==> config.mk <==
export PLATFORM = sky130hd
export DESIGN_NAME = tls_client_hello_sni_extract_top
export DESIGN_NICKNAME = d
export VERILOG_FILES = /design/src/sv/tcs_pkg.sv /design/src/sv/tls_client_hello_sni_extract_top.sv /design/src/sv/tcs_in_stage.sv /design/src/sv/tcs_parser.sv /design/src/sv/tcs_out_queue.sv
export SDC_FILE = /design/constraint.sdc
export NUM_CORES = 1
export LEC_CHECK = 0
export BUFFER_PORTS_ARGS = -buffer_cell sky130_fd_sc_hd__clkbuf_2
export CORE_ASPECT_RATIO = 1.2
export CORE_UTILIZATION = 50
export DETAILED_ROUTE_END_ITERATION = 16
export PLACE_DENSITY = 0.67
export RECOVER_POWER = 100
export SLEW_MARGIN = 20
export SYNTH_ARGS = -nofsm -noshare
export SYNTH_HDL_FRONTEND = slang
export SYNTH_SLANG_ARGS = --single-unit
export TNS_END_PERCENT = 20
==> constraint.sdc <==
create_clock -name aclk -period 4.5 [get_ports aclk]
set_input_delay 0.225 -clock aclk [delete_from_list [all_inputs] [get_ports aclk]]
set_output_delay 0.225 -clock aclk [all_outputs]
set_load 0.02 [all_outputs]
==> src/sv/tcs_pkg.sv <==
`timescale 1ns / 1ps
// ----------------------------------------------------------------------------
// tcs_pkg
// Shared types and constants of the ClientHello server-name extractor.
// ----------------------------------------------------------------------------
package tcs_pkg;

    localparam int MAX_NAME_DEFAULT      = 255;
    localparam int MSG_TYPE_CLIENT_HELLO = 1;
    localparam int TAG_SNI               = 0;
    localparam int RANDOM_LEN            = 32;

    // result queue between the parser and the output port
    localparam int QUEUE_DEPTH = 4;
    localparam int QUEUE_AW    = $clog2(QUEUE_DEPTH);

    typedef enum logic [2:0] {
        ST_FOUND     = 3'd0,
        ST_NOT_HELLO = 3'd1,
        ST_NO_NAME   = 3'd2,
        ST_TRUNCATED = 3'd3,
        ST_MALFORMED = 3'd4
    } tcs_status_t;

    typedef enum logic {
        KIND_NAME   = 1'b0,
        KIND_STATUS = 1'b1
    } tcs_kind_t;

    typedef struct packed {
        tcs_kind_t   kind;
        logic [7:0]  name_byte;
        tcs_status_t status;
        logic        end_of_run;
    } tcs_result_t;

    // up to two results per parsed byte, always packed from res0
    typedef struct packed {
        logic [1:0]  count;
        tcs_result_t res0;
        tcs_result_t res1;
    } tcs_push_t;

endpackage

==> src/sv/tls_client_hello_sni_extract_top.sv <==
`timescale 1ns / 1ps
// ----------------------------------------------------------------------------
// tls_client_hello_sni_extract_top
// Streams a ClientHello byte by byte and reports the server name and status.
// ----------------------------------------------------------------------------
// Usage:
//   s_ channel: one handshake byte per request, s_last on the final byte.
//   m_ channel: one request per host name byte (m_kind 0), then one status
//   request (m_kind 1, m_end_of_run 1) after the byte flagged last.
//   Path: an accepted byte is held in the input register, then goes through
//   the parser into the result queue, which drives the m_ channel.
//   Throughput: one byte per cycle; the parser takes a byte while the result
//   queue has room for two entries, so a stalled receiver backs up into the
//   input register and then s_ready drops. Nothing is lost while stalled.
//   The final byte of a message may give two results (name byte and status);
//   these drain one per cycle while m_ready is high.
//   Reset (aresetn low, synchronous) empties the queue and input register and
//   returns the parser to expecting the handshake type byte.
// ----------------------------------------------------------------------------
module tls_client_hello_sni_extract_top #(
    parameter int MAX_NAME = tcs_pkg::MAX_NAME_DEFAULT
) (
    input  logic       aclk,
    input  logic       aresetn,
    input  logic       s_valid,
    output logic       s_ready,
    input  logic [7:0] s_data_byte,
    input  logic       s_last,
    output logic       m_valid,
    input  logic       m_ready,
    output logic       m_kind,
    output logic [7:0] m_name_byte,
    output logic [2:0] m_status,
    output logic       m_end_of_run
);
    import tcs_pkg::*;

    logic              hold_valid;
    logic [7:0]        hold_byte;
    logic              hold_last;
    logic              take;
    logic              room;
    logic [QUEUE_AW:0] level;
    tcs_push_t         push;
    tcs_result_t       head;

    assign take = hold_valid && room;

    tcs_in_stage u_in (
        .aclk        (aclk),
        .aresetn     (aresetn),
        .s_valid     (s_valid),
        .s_ready     (s_ready),
        .s_data_byte (s_data_byte),
        .s_last      (s_last),
        .take        (take),
        .hold_valid  (hold_valid),
        .hold_byte   (hold_byte),
        .hold_last   (hold_last)
    );

    tcs_parser #(
        .MAX_NAME (MAX_NAME)
    ) u_parser (
        .aclk      (aclk),
        .aresetn   (aresetn),
        .take      (take),
        .data_byte (hold_byte),
        .last      (hold_last),
        .push      (push)
    );

    tcs_out_queue u_queue (
        .aclk       (aclk),
        .aresetn    (aresetn),
        .push       (push),
        .pop        (m_valid && m_ready),
        .head_valid (m_valid),
        .head       (head),
        .room       (room),
        .level      (level)
    );

    assign m_kind       = head.kind;
    assign m_name_byte  = head.name_byte;
    assign m_status     = head.status;
    assign m_end_of_run = head.end_of_run;

`ifndef SYNTHESIS
    a_push_fits: assert property (@(posedge aclk) disable iff (!aresetn)
        (push.count != 2'd0) |-> (level <= (QUEUE_AW + 1)'(QUEUE_DEPTH - 2)))
        else $error("result push without queue room");
    a_level_bound: assert property (@(posedge aclk) disable iff (!aresetn)
        level <= (QUEUE_AW + 1)'(QUEUE_DEPTH))
        else $error("result queue overflow");
    a_reset_empty: assert property (@(posedge aclk)
        !aresetn |=> (!m_valid && !hold_valid))
        else $error("results visible after reset");
    a_status_last: assert property (@(posedge aclk) disable iff (!aresetn)
        m_valid |-> (m_end_of_run == m_kind))
        else $error("end_of_run not on status result");
`endif
endmodule

==> src/sv/tcs_in_stage.sv <==
`timescale 1ns / 1ps
// ----------------------------------------------------------------------------
// tcs_in_stage
// Input register: holds one request until the parser takes it.
// ----------------------------------------------------------------------------
module tcs_in_stage (
    input  logic       aclk,
    input  logic       aresetn,
    input  logic       s_valid,
    output logic       s_ready,
    input  logic [7:0] s_data_byte,
    input  logic       s_last,
    input  logic       take,
    output logic       hold_valid,
    output logic [7:0] hold_byte,
    output logic       hold_last
);
    logic       valid_reg;
    logic       valid_next;
    logic [7:0] byte_reg;
    logic       last_reg;

    assign s_ready    = !valid_reg || take;
    assign valid_next = (s_valid && s_ready) || (valid_reg && !take);

    always_ff @(posedge aclk) begin
        if (!aresetn) begin
            valid_reg <= 1'b0;
        end else begin
            valid_reg <= valid_next;
        end
    end

    always_ff @(posedge aclk) begin
        if (s_valid && s_ready) begin
            byte_reg <= s_data_byte;
            last_reg <= s_last;
        end
    end

    assign hold_valid = valid_reg;
    assign hold_byte  = byte_reg;
    assign hold_last  = last_reg;
endmodule

==> src/sv/tcs_parser.sv <==
`timescale 1ns / 1ps
// ----------------------------------------------------------------------------
// tcs_parser
// ClientHello walker: one byte per cycle while take is high, emits name bytes and final status.
// ----------------------------------------------------------------------------
module tcs_parser #(
    parameter int MAX_NAME = tcs_pkg::MAX_NAME_DEFAULT
) (
    input  logic              aclk,
    input  logic              aresetn,
    input  logic              take,
    input  logic [7:0]        data_byte,
    input  logic              last,
    output tcs_pkg::tcs_push_t push
);
    import tcs_pkg::*;

    localparam int NCW = $clog2(MAX_NAME + 1);

    typedef enum logic [19:0] {
        PH_TYPE      = 20'h00001,
        PH_HSLEN     = 20'h00002,
        PH_VERSION   = 20'h00004,
        PH_RANDOM    = 20'h00008,
        PH_SID_LEN   = 20'h00010,
        PH_SID       = 20'h00020,
        PH_CS_LEN    = 20'h00040,
        PH_CS        = 20'h00080,
        PH_CM_LEN    = 20'h00100,
        PH_CM        = 20'h00200,
        PH_EXTS_LEN  = 20'h00400,
        PH_EXT_TAG   = 20'h00800,
        PH_EXT_LEN   = 20'h01000,
        PH_EXT_SKIP  = 20'h02000,
        PH_SNI_LIST  = 20'h04000,
        PH_SNI_TYPE  = 20'h08000,
        PH_SNI_NLEN  = 20'h10000,
        PH_SNI_NAME  = 20'h20000,
        PH_DONE      = 20'h40000,
        PH_NOT_HELLO = 20'h80000
    } phase_t;

    phase_t            phase_reg, phase_next;
    logic [5:0]        fcount_reg, fcount_next;
    logic [15:0]       flen_reg, flen_next;
    logic [15:0]       ext_rem_reg, ext_rem_next;
    logic [15:0]       ext_tag_reg, ext_tag_next;
    logic [15:0]       ext_len_reg, ext_len_next;
    logic [NCW-1:0]    ncount_reg, ncount_next;
    logic              found_reg, found_next;
    logic              err_reg, err_next;
    tcs_status_t       status;
    tcs_result_t       name_res;
    tcs_result_t       stat_res;
    logic              name_emit;

    always_comb begin
        phase_next   = phase_reg;
        fcount_next  = fcount_reg;
        flen_next    = flen_reg;
        ext_rem_next = ext_rem_reg;
        ext_tag_next = ext_tag_reg;
        ext_len_next = ext_len_reg;
        ncount_next  = ncount_reg;
        found_next   = found_reg;
        err_next     = err_reg;
        name_emit    = 1'b0;
        status       = ST_FOUND;

        unique case (phase_reg) inside
            PH_TYPE: begin
                phase_next  = (data_byte == 8'(MSG_TYPE_CLIENT_HELLO)) ?
                              PH_HSLEN : PH_NOT_HELLO;
                fcount_next = '0;
                flen_next   = '0;
            end
            PH_HSLEN: begin
                fcount_next = fcount_reg + 6'd1;
                if (fcount_next == 6'd3) begin
                    phase_next  = PH_VERSION;
                    fcount_next = '0;
                    flen_next   = '0;
                end
            end
            PH_VERSION: begin
                fcount_next = fcount_reg + 6'd1;
                if (fcount_next == 6'd2) begin
                    phase_next  = PH_RANDOM;
                    fcount_next = '0;
                    flen_next   = '0;
                end
            end
            PH_RANDOM: begin
                fcount_next = fcount_reg + 6'd1;
                if (fcount_next == 6'(RANDOM_LEN)) begin
                    phase_next  = PH_SID_LEN;
                    fcount_next = '0;
                    flen_next   = '0;
                end
            end
            PH_SID_LEN: begin
                phase_next  = (data_byte == 8'd0) ? PH_CS_LEN : PH_SID;
                fcount_next = '0;
                flen_next   = {8'd0, data_byte};
            end
            PH_SID: begin
                flen_next = flen_reg - 16'd1;
                if (flen_next == 16'd0) begin
                    phase_next  = PH_CS_LEN;
                    fcount_next = '0;
                end
            end
            PH_CS_LEN: begin
                flen_next   = {flen_reg[7:0], data_byte};
                fcount_next = fcount_reg + 6'd1;
                if (fcount_next == 6'd2) begin
                    fcount_next = '0;
                    phase_next  = (flen_next == 16'd0) ? PH_CM_LEN : PH_CS;
                end
            end
            PH_CS: begin
                flen_next = flen_reg - 16'd1;
                if (flen_next == 16'd0) begin
                    phase_next  = PH_CM_LEN;
                    fcount_next = '0;
                end
            end
            PH_CM_LEN: begin
                phase_next   = (data_byte == 8'd0) ? PH_EXTS_LEN : PH_CM;
                fcount_next  = '0;
                flen_next    = {8'd0, data_byte};
                ext_rem_next = '0;
            end
            PH_CM: begin
                flen_next = flen_reg - 16'd1;
                if (flen_next == 16'd0) begin
                    phase_next   = PH_EXTS_LEN;
                    fcount_next  = '0;
                    ext_rem_next = '0;
                end
            end
            PH_EXTS_LEN: begin
                ext_rem_next = {ext_rem_reg[7:0], data_byte};
                fcount_next  = fcount_reg + 6'd1;
                if (fcount_next == 6'd2) begin
                    ext_tag_next = '0;
                    phase_next   = (ext_rem_next == 16'd0) ? PH_DONE : PH_EXT_TAG;
                    fcount_next  = '0;
                    flen_next    = '0;
                end
            end
            PH_EXT_TAG: begin
                ext_tag_next = {ext_tag_reg[7:0], data_byte};
                if (ext_rem_reg != 16'd0) ext_rem_next = ext_rem_reg - 16'd1;
                fcount_next = fcount_reg + 6'd1;
                if (ext_rem_next == 16'd0) begin
                    // header cut off by the end of the list
                    err_next    = 1'b1;
                    phase_next  = PH_DONE;
                    fcount_next = '0;
                    flen_next   = '0;
                end else if (fcount_next == 6'd2) begin
                    phase_next   = PH_EXT_LEN;
                    fcount_next  = '0;
                    flen_next    = '0;
                    ext_len_next = '0;
                end
            end
            PH_EXT_LEN: begin
                ext_len_next = {ext_len_reg[7:0], data_byte};
                if (ext_rem_reg != 16'd0) ext_rem_next = ext_rem_reg - 16'd1;
                fcount_next = fcount_reg + 6'd1;
                if (fcount_next == 6'd2) begin
                    if (ext_len_next > ext_rem_next) err_next = 1'b1;
                    fcount_next = '0;
                    flen_next   = '0;
                    if (ext_len_next == 16'd0) begin
                        if (ext_tag_reg == 16'(TAG_SNI)) err_next = 1'b1;
                        phase_next   = (ext_rem_next == 16'd0) ? PH_DONE : PH_EXT_TAG;
                        ext_tag_next = '0;
                    end else begin
                        phase_next = (ext_tag_reg == 16'(TAG_SNI)) ?
                                     PH_SNI_LIST : PH_EXT_SKIP;
                    end
                end else if (ext_rem_next == 16'd0) begin
                    err_next    = 1'b1;
                    phase_next  = PH_DONE;
                    fcount_next = '0;
                    flen_next   = '0;
                end
            end
            PH_EXT_SKIP, PH_SNI_LIST, PH_SNI_TYPE, PH_SNI_NLEN, PH_SNI_NAME: begin
                if (ext_rem_reg != 16'd0) ext_rem_next = ext_rem_reg - 16'd1;
                ext_len_next = ext_len_reg - 16'd1;
                case (phase_reg)
                    PH_SNI_LIST: begin
                        flen_next   = {flen_reg[7:0], data_byte};
                        fcount_next = fcount_reg + 6'd1;
                        if (fcount_next == 6'd2) begin
                            ext_tag_next = flen_next;
                            phase_next   = PH_SNI_TYPE;
                            fcount_next  = '0;
                            flen_next    = '0;
                        end
                    end
                    PH_SNI_TYPE: begin
                        if (data_byte != 8'd0) err_next = 1'b1;
                        phase_next  = PH_SNI_NLEN;
                        fcount_next = '0;
                        flen_next   = '0;
                    end
                    PH_SNI_NLEN: begin
                        flen_next   = {flen_reg[7:0], data_byte};
                        fcount_next = fcount_reg + 6'd1;
                        if (fcount_next == 6'd2) begin
                            // name length plus type and length bytes must fill the list
                            if (({1'b0, flen_next} + 17'd3) != {1'b0, ext_tag_reg}) begin
                                err_next = 1'b1;
                            end
                            ncount_next = '0;
                            fcount_next = '0;
                            phase_next  = (flen_next == 16'd0) ? PH_EXT_SKIP : PH_SNI_NAME;
                        end
                    end
                    PH_SNI_NAME: begin
                        if (ncount_reg < NCW'(MAX_NAME)) begin
                            name_emit   = 1'b1;
                            found_next  = 1'b1;
                            ncount_next = ncount_reg + NCW'(1);
                        end else begin
                            err_next = 1'b1;
                        end
                        flen_next = flen_reg - 16'd1;
                        if (flen_next == 16'd0) begin
                            phase_next  = PH_EXT_SKIP;
                            fcount_next = '0;
                        end
                    end
                    default: ;
                endcase
                if (ext_len_next == 16'd0) begin
                    if (phase_next != PH_EXT_SKIP) err_next = 1'b1;
                    phase_next   = (ext_rem_next == 16'd0) ? PH_DONE : PH_EXT_TAG;
                    fcount_next  = '0;
                    flen_next    = '0;
                    ext_tag_next = '0;
                end
            end
            default: ;
        endcase

        if (phase_next == PH_NOT_HELLO) status = ST_NOT_HELLO;
        else if (err_next) status = ST_MALFORMED;
        else if (phase_next == PH_EXTS_LEN && fcount_next == 6'd0) status = ST_NO_NAME;
        else if (phase_next != PH_DONE) status = ST_TRUNCATED;
        else status = found_next ? ST_FOUND : ST_NO_NAME;

        if (last) begin
            phase_next   = PH_TYPE;
            fcount_next  = '0;
            flen_next    = '0;
            ext_rem_next = '0;
            ext_tag_next = '0;
            ext_len_next = '0;
            ncount_next  = '0;
            found_next   = 1'b0;
            err_next     = 1'b0;
        end
    end

    always_comb begin
        name_res.kind       = KIND_NAME;
        name_res.name_byte  = data_byte;
        name_res.status     = ST_FOUND;
        name_res.end_of_run = 1'b0;
        stat_res.kind       = KIND_STATUS;
        stat_res.name_byte  = 8'd0;
        stat_res.status     = status;
        stat_res.end_of_run = 1'b1;

        push.count = take ? ({1'b0, name_emit} + {1'b0, last}) : 2'd0;
        push.res0  = name_emit ? name_res : stat_res;
        push.res1  = stat_res;
    end

    always_ff @(posedge aclk) begin
        if (!aresetn) begin
            phase_reg   <= PH_TYPE;
            fcount_reg  <= '0;
            flen_reg    <= '0;
            ext_rem_reg <= '0;
            ext_tag_reg <= '0;
            ext_len_reg <= '0;
            ncount_reg  <= '0;
            found_reg   <= 1'b0;
            err_reg     <= 1'b0;
        end else if (take) begin
            phase_reg   <= phase_next;
            fcount_reg  <= fcount_next;
            flen_reg    <= flen_next;
            ext_rem_reg <= ext_rem_next;
            ext_tag_reg <= ext_tag_next;
            ext_len_reg <= ext_len_next;
            ncount_reg  <= ncount_next;
            found_reg   <= found_next;
            err_reg     <= err_next;
        end
    end
endmodule

==> src/sv/tcs_out_queue.sv <==
`timescale 1ns / 1ps
// ----------------------------------------------------------------------------
// tcs_out_queue
// Small result queue: takes up to two results a cycle, drives the m_ port.
// ----------------------------------------------------------------------------
module tcs_out_queue (
    input  logic                 aclk,
    input  logic                 aresetn,
    input  tcs_pkg::tcs_push_t   push,
    input  logic                 pop,
    output logic                 head_valid,
    output tcs_pkg::tcs_result_t head,
    output logic                 room,
    output logic [tcs_pkg::QUEUE_AW:0] level
);
    import tcs_pkg::*;

    tcs_result_t           entries [QUEUE_DEPTH];
    logic [QUEUE_AW-1:0]   head_reg, head_next;
    logic [QUEUE_AW-1:0]   tail_reg, tail_next;
    logic [QUEUE_AW:0]     count_reg, count_next;
    logic [QUEUE_AW-1:0]   tail_plus1;

    assign tail_plus1 = tail_reg + QUEUE_AW'(1);
    assign head_next  = pop ? head_reg + QUEUE_AW'(1) : head_reg;
    assign tail_next  = tail_reg + QUEUE_AW'(push.count);
    assign count_next = count_reg + (QUEUE_AW + 1)'(push.count)
                        - (QUEUE_AW + 1)'(pop);

    always_ff @(posedge aclk) begin
        if (!aresetn) begin
            head_reg  <= '0;
            tail_reg  <= '0;
            count_reg <= '0;
        end else begin
            head_reg  <= head_next;
            tail_reg  <= tail_next;
            count_reg <= count_next;
        end
    end

    always_ff @(posedge aclk) begin
        if (push.count != 2'd0) entries[tail_reg] <= push.res0;
        if (push.count == 2'd2) entries[tail_plus1] <= push.res1;
    end

    assign head_valid = (count_reg != '0);
    assign head       = entries[head_reg];
    // room for a worst-case byte (name byte plus status)
    assign room       = (count_reg <= (QUEUE_AW + 1)'(QUEUE_DEPTH - 2));
    assign level      = count_reg;
endmodule
Word level (Yosys, flattened, before mapping)

Memory sizes are Yosys's and may differ from the RTL's. A register that Yosys moved wholly into a read port is not among the register bits.
Cells that the tools add are included.

Flip-flop bits (word level): 117
Latch bits: 0
Bits in writable memories: 52
Bits in read-only memories: 0
Output and inout bits: 15
Memories: 1

$add $sub $neg: 12
Multipliers: 0
Divide/modulo/power cells: 0
$lt $le $gt $ge: 3
Equality and inequality tests: 42
Shift-type cells: 0
Multiplexer cells: 110
Bitwise operators: 0
Reduce and logical (&&, ||, !) cells: 42

Memories:

| memory          | words | bits a word | read ports | clocked after memory_dff | wr ports | RTL line            | RTL |
|---|---|---|---|---|---|---|---|
| u_queue.entries | 4     | 13          | 1          | 1                        | 2        | tcs_out_queue.sv:18 | `tcs_result_t entries [QUEUE_DEPTH];` |

Operators with widths:

| kind                                               | count |
|---|---|
| 2-to-1 mux 20 bit                                  | 20 |
| 2-to-1 mux 16 bit                                  | 24 |
| case mux 20 bit (14 select lines)                  | 1 |
| case mux 16 bit (10 select lines)                  | 1 |
| logical NOT 16 bit                                 | 9 |
| case mux 16 bit (4 select lines)                   | 2 |
| case mux 16 bit (6 select lines)                   | 1 |
| case mux 20 bit (4 select lines)                   | 1 |
| 2-to-1 mux 19 bit                                  | 3 |
| 2-to-1 mux 6 bit                                   | 9 |
| case mux 16 bit (3 select lines)                   | 1 |
| case mux 6 bit (8 select lines)                    | 1 |
| subtractor 16 x 1 -> 16 bit, second input constant | 3 |
| == test 20 x 11 -> 1 bit, second input constant    | 2 |
| 2-to-1 mux 8 bit                                   | 4 |
| inequality test 3 bit, second input constant       | 10 |
| 2-to-1 mux 1 bit                                   | 24 |
| == test 20 x 1 -> 1 bit, second input constant     | 1 |
| == test 20 x 10 -> 1 bit, second input constant    | 1 |
| == test 20 x 12 -> 1 bit, second input constant    | 1 |
| == test 20 x 13 -> 1 bit, second input constant    | 1 |
| == test 20 x 14 -> 1 bit, second input constant    | 1 |
| == test 20 x 15 -> 1 bit, second input constant    | 1 |
| == test 20 x 16 -> 1 bit, second input constant    | 1 |
| 64 further kinds                                   | 86 |

Longest topological paths before layout

Word-level depth: 14
Gate-level depth with buffers: 20
Mapped depth without buffers: 20

Modules after synthesis

A second synthesis with hierarchy kept.

Cell total of the unflattened synthesis: 1474
Area total of the unflattened synthesis: 12597.1 sq um

By module, submodules not included:

| module                           | instances | cells each | area an instance (sq um) | sequential area each (sq um) |
|---|---|---|---|---|
| tcs_parser                       | 1         | 1285       | 9242.6                   | 2001.9 |
| tcs_out_queue                    | 1         | 173        | 3014.1                   | 1741.7 |
| tcs_in_stage                     | 1         | 14         | 327.8                    | 290.3 |
| tls_client_hello_sni_extract_top | 1         | 2          | 12.5                     | 0.0 |

Worst setup path before layout

OpenSTA, ideal clock, no wires.

Path kind: register to register
Start point: register u_parser.flen_reg[1]
End point: memory u_queue.entries[0][3] (netlist bit) (data pin)
Data arrival time: 4.017 ns
Data required time: 4.241 ns
Path slack: 0.224 ns
Stages on the path, launching flop included: 15
Buffers on the path: 1
Path through: dfxtp_1 -> clkbuf_1 -> inv_1 -> ha_1 -> or3b_4 -> o31a_1 -> or4_4 -> a2111oi_4 -> and2_4 -> o2111ai_4 -> or2_4 -> a2111o_1 -> a221oi_4 -> or2_2 -> nor3_1

RTL lines:

| element                  | RTL line            | RTL |
|---|---|---|
| start: declaration       | tcs_parser.sv:45    | `logic [15:0] flen_reg, flen_next;` |
| start signal: assignment | tcs_parser.sv:300   | `flen_reg <= flen_next;` |
| end: declaration         | tcs_out_queue.sv:18 |  |

==> results.md <==
Final layout:
- Counting the fill cells in the layout gives 2194.
- The flip-flop count of the largest register after layout is 48.
- In the final layout, the share of cells above drive strength 1 is 0.1377.
- The multi-input gate area in the final layout is 7669 um^2.
- In the layout the commonest cells are dfxtp_1 (146), nor2_1 (143), nand2_1 (126).
- From synthesis to final layout, the design area changed by 13.46%.
- The non-filler instance count after layout is 1869.
- The register area is 3553 um^2.
- Once layout is complete, the utilization of the core stands at 0.5773.
- The cell area after layout is 13350 um^2.
- The final layout contains 1590 nets.
- The number of antenna diodes in the final layout is 0.
- The library cell used most frequently in the layout, excluding fill and tap cells, is dfxtp_1.

Run status:
- The flow ran to the end, and the final reports show no timing, DRC or antenna violations.

Critical path:
- By startpoint and endpoint, the worst setup path is classified as reg2reg.
- The maximum fanout along the worst path is 6.
- The critical path data arrival time is 4590 ps.
- The required time of the critical path is 4690 ps.
- The end of the worst register-to-register path is u_queue.entries[1][3].
- The sort of element at the end of the critical path is a flip-flop.
- The critical path launch point type is a flip-flop.
- In this run the register-to-register setup slack is 100 ps.
- The worst reg2reg path depth is 13.
- The worst register-to-register path begins at u_parser.flen_reg[1].

Clock tree:
- The longest clock path from root to sink contains 2 buffers.
- The deepest level of the CTS H-tree is 4.
- The clock reaches the later pin of the worst-skew pair after 450 ps.
- The number of clock buffers added by TritonCTS is 17.
- After clock tree synthesis, the clock-pin slew on the worst setup and hold paths is 80 ps.
- The root buffer cell chosen for the clock tree is clkbuf_16.
- TritonCTS built the clock tree.
- Clock tree synthesis found a total of 167 sinks.

Power:
- Across the VDD grid, the largest voltage drop is 0.0002598 V.
- Dividing total power by cell area gives a power density of 296.3 nW/um^2.
- The proportion of total power due to net switching is 0.3348.
- The analysis attributes to cell leakage a power of 0.005127 uW.
- The total internal power is 2632 uW.
- The clock network fraction of total power is 0.391.
- The share of total power dissipated in sequential elements is 0.413.
- The combinational power share is 0.195.
- Summed over all nets, the switching power comes to 1325 uW.

Logic synthesis:
- The synthesized net count is 1534.
- The count of warnings emitted by yosys is 0.
- Counting flops with a built-in enable in the synthesized netlist gives 21.
- The instance count of the mapped netlist is 1485.
- The number of distinct library cells after synthesis is 97.
- In the synthesized netlist the dominant register cell turns out to be dfxtp_1.
- After synthesis, the share of flip-flops with an asynchronous set or reset is 0.
- For this run, the register share of the synthesized area comes to 0.3020.
- The summed instance area of the synthesized netlist is 11770 um^2.
- The flip-flop and latch count after synthesis is 167.
- The post-synthesis average cell area is 7.923 um^2.

Drt:
- The count of antenna-violating nets left after detailed routing is 0.
- For this block, the via count after detailed routing is 12325.
- In this run, the number of DRC markers left after iteration 0 of detailed routing was 1273.
- The first detailed-routing pass took 7 iterations.
- The detail-routed via count per cell is 6.594.
- In the routed design, unresolved DRC markers number 0.
- The wire length reported by the detailed router is 41210 um.
- The wire length per cell is 22.05 um.

Timing:
- The final worst-path cycle share is 0.9771.
- In this run the tightest slew margin relative to its limit is 0.2825.
- The number of max-slew violations in the final report was 0.
- The final count of hold timing violations is 0.
- The final worst slack is 102.9 ps.
- The clock skew after layout is 16.06 ps.
- The final critical delay including setup and external delays is 4397 ps.
- Static timing analysis puts the maximum clock frequency at 227.4 MHz.
- The transition time at the pin with the least slew margin is 1072 ps.
- The tightest hold margin is 68.95 ps.
- Setup violations remaining at the end of the flow were counted as 0.
- Setup repair after global routing could not meet its margin everywhere.

Place:
- The placer congestion estimate is 1.046.
- The port buffer count is 27.
- The cell count after placement is 1826.
- The HPWL after detailed placement is 29990 um.
- The post-placement cell area is 12660 um^2.
- OpenSTA, run right after detailed placement, puts the worst setup slack at 205.4 ps.

Floorplan:
- The core box area is 23130 um^2.
- The die outline area is 24150 um^2.
- The floorplan step set the die width to 142.0 um.
- For this configuration, the core starts out at a cell density of 0.5088.
- The row count is 61.
- The floorplan step set the die height to 170.0 um.
- The I/O pin count is 28.

Run:
- The tool flagged a number of max-cap violations equal to 0.

Global routing:
- The aggregate global-route resource usage is 0.3465.
- The total grt overflow is 0.
- The largest net degree at the start of global routing is 59.
- The via count of the first global-routing pass came to 11718.
- The first global-routing pass estimated 64400 um of wire.
- The initial antenna violation count is 0.

Worst hold path:
- The startpoint of the tightest hold check path is s_valid.
- The number of cells on the worst hold path is 3.
- In this run the worst hold path is classified as in2reg.
- For hold timing, the worst endpoint is u_in.hold_valid.
worst max-delay path by stage:
stage	slack [ps]	end	startpoint	depth (start not counted)
2_1_floorplan	220	u_queue.entries[0][3]	u_parser.flen_reg[1]	14
3_3_place_gp	240	u_queue.entries[0][3]	u_parser.flen_reg[1]	13
3_5_place_dp	210	u_queue.entries[1][3]	u_parser.flen_reg[1]	13
4_1_cts	110	u_queue.entries[1][3]	u_parser.flen_reg[1]	13
5_1_grt	-30	u_queue.entries[2][2]	u_parser.flen_reg[1]	14
6_report	100	u_queue.entries[1][3]	u_parser.flen_reg[1]	13
worst max-delay path, stage by stage, from the launching register on:
cell and delay [ps]:
dfxtp_1 310, inv_1 100, ha_1 170, or3b_4 420, o31a_1 270, or4_4 560
a2111oi_4 460, and2_4 280, o2111ai_4 140, or2_4 290, a2111o_1 450, a221oi_4 380
or2_2 240, nor3_1 60
repair_timing:
| item | in CTS | in global routing |
|---|---|---|
| hold buffers | 9 | 0 |
| endpoints found under the setup margin | 0 | 16 |
| resized for setup | 0 | 5 |
| hold endpoints to repair | 9 | 0 |
| buffers inserted | 0 | 2 |
metrics by stage:
step,setup TNS [ps],power [uW]
final,0,3956
after global routing,-149.4,4101
after CTS,0,3964
after detailed placement,0,2435
after global placement,0,2427
after floorplan,0,2181
layer usage:
| layer | global-route usage | vias to the layer above | wire length [um] |
|---|---|---|---|
| li1 | - | 5636 | - |
| met3 | 0.06078 | 179 | 2844 |
| met5 | 0 | - | 0 |
| met2 | 0.5778 | 621 | 19480 |
| met1 | 0.4130 | 5889 | 16360 |
| met4 | 0.2141 | 0 | 2527 |
cells by family after synthesis:
group / count (synthesis) / synth area share
buffers and inverters: 146 / 0.04860
DFF: 167 / 0.3020
AOI/OAI and AO/OA: 409 / 0.2459
muxes: 19 / 0.02914
xor gates and xnor gates: 61 / 0.04541
adders and majority gates: 36 / 0.03892
and+or+nand+nor: 647 / 0.2901
synthesized netlist by cell type (all sizes together) (28+ instances only):
master  count  area, um^2
nand3      48       240.2
a22oi      44       335.3
a22o       34       297.8
nor4       45       315.3
clkbuf     87       326.6
o21ai      71       359.1
nor2      143       536.8
nor3       74       370.4
and2       29       183.9
inv        44       165.2
nand4      28       190.2
a21oi      90       450.4
ha         35       437.9
nand2     126       473.0
a21boi     28       210.2
dfxtp     146        2923
xnor2      40       350.3
final cells by class:
class | count | area share
clock buffers | 18 | 0.03290
clock inverters | 14 | 0.01256
inverters | 45 | 0.01265
multi-input cells | 1172 | 0.5744
flip-flops and latches | 167 | 0.2662
well taps | 315 | 0.02952
repair buffers | 138 | 0.07179
power by group through the flow:
stage	Combinational, uW	Sequential, uW	Clock [uW]
5_1_grt	841	1650	1610
3_5_place_dp	763	1670	0
6_report	773	1640	1550
3_3_place_gp	755	1670	0
2_1_floorplan	549	1630	0
4_1_cts	774	1640	1550
Note: power is estimated with default switching activity, not from simulation.
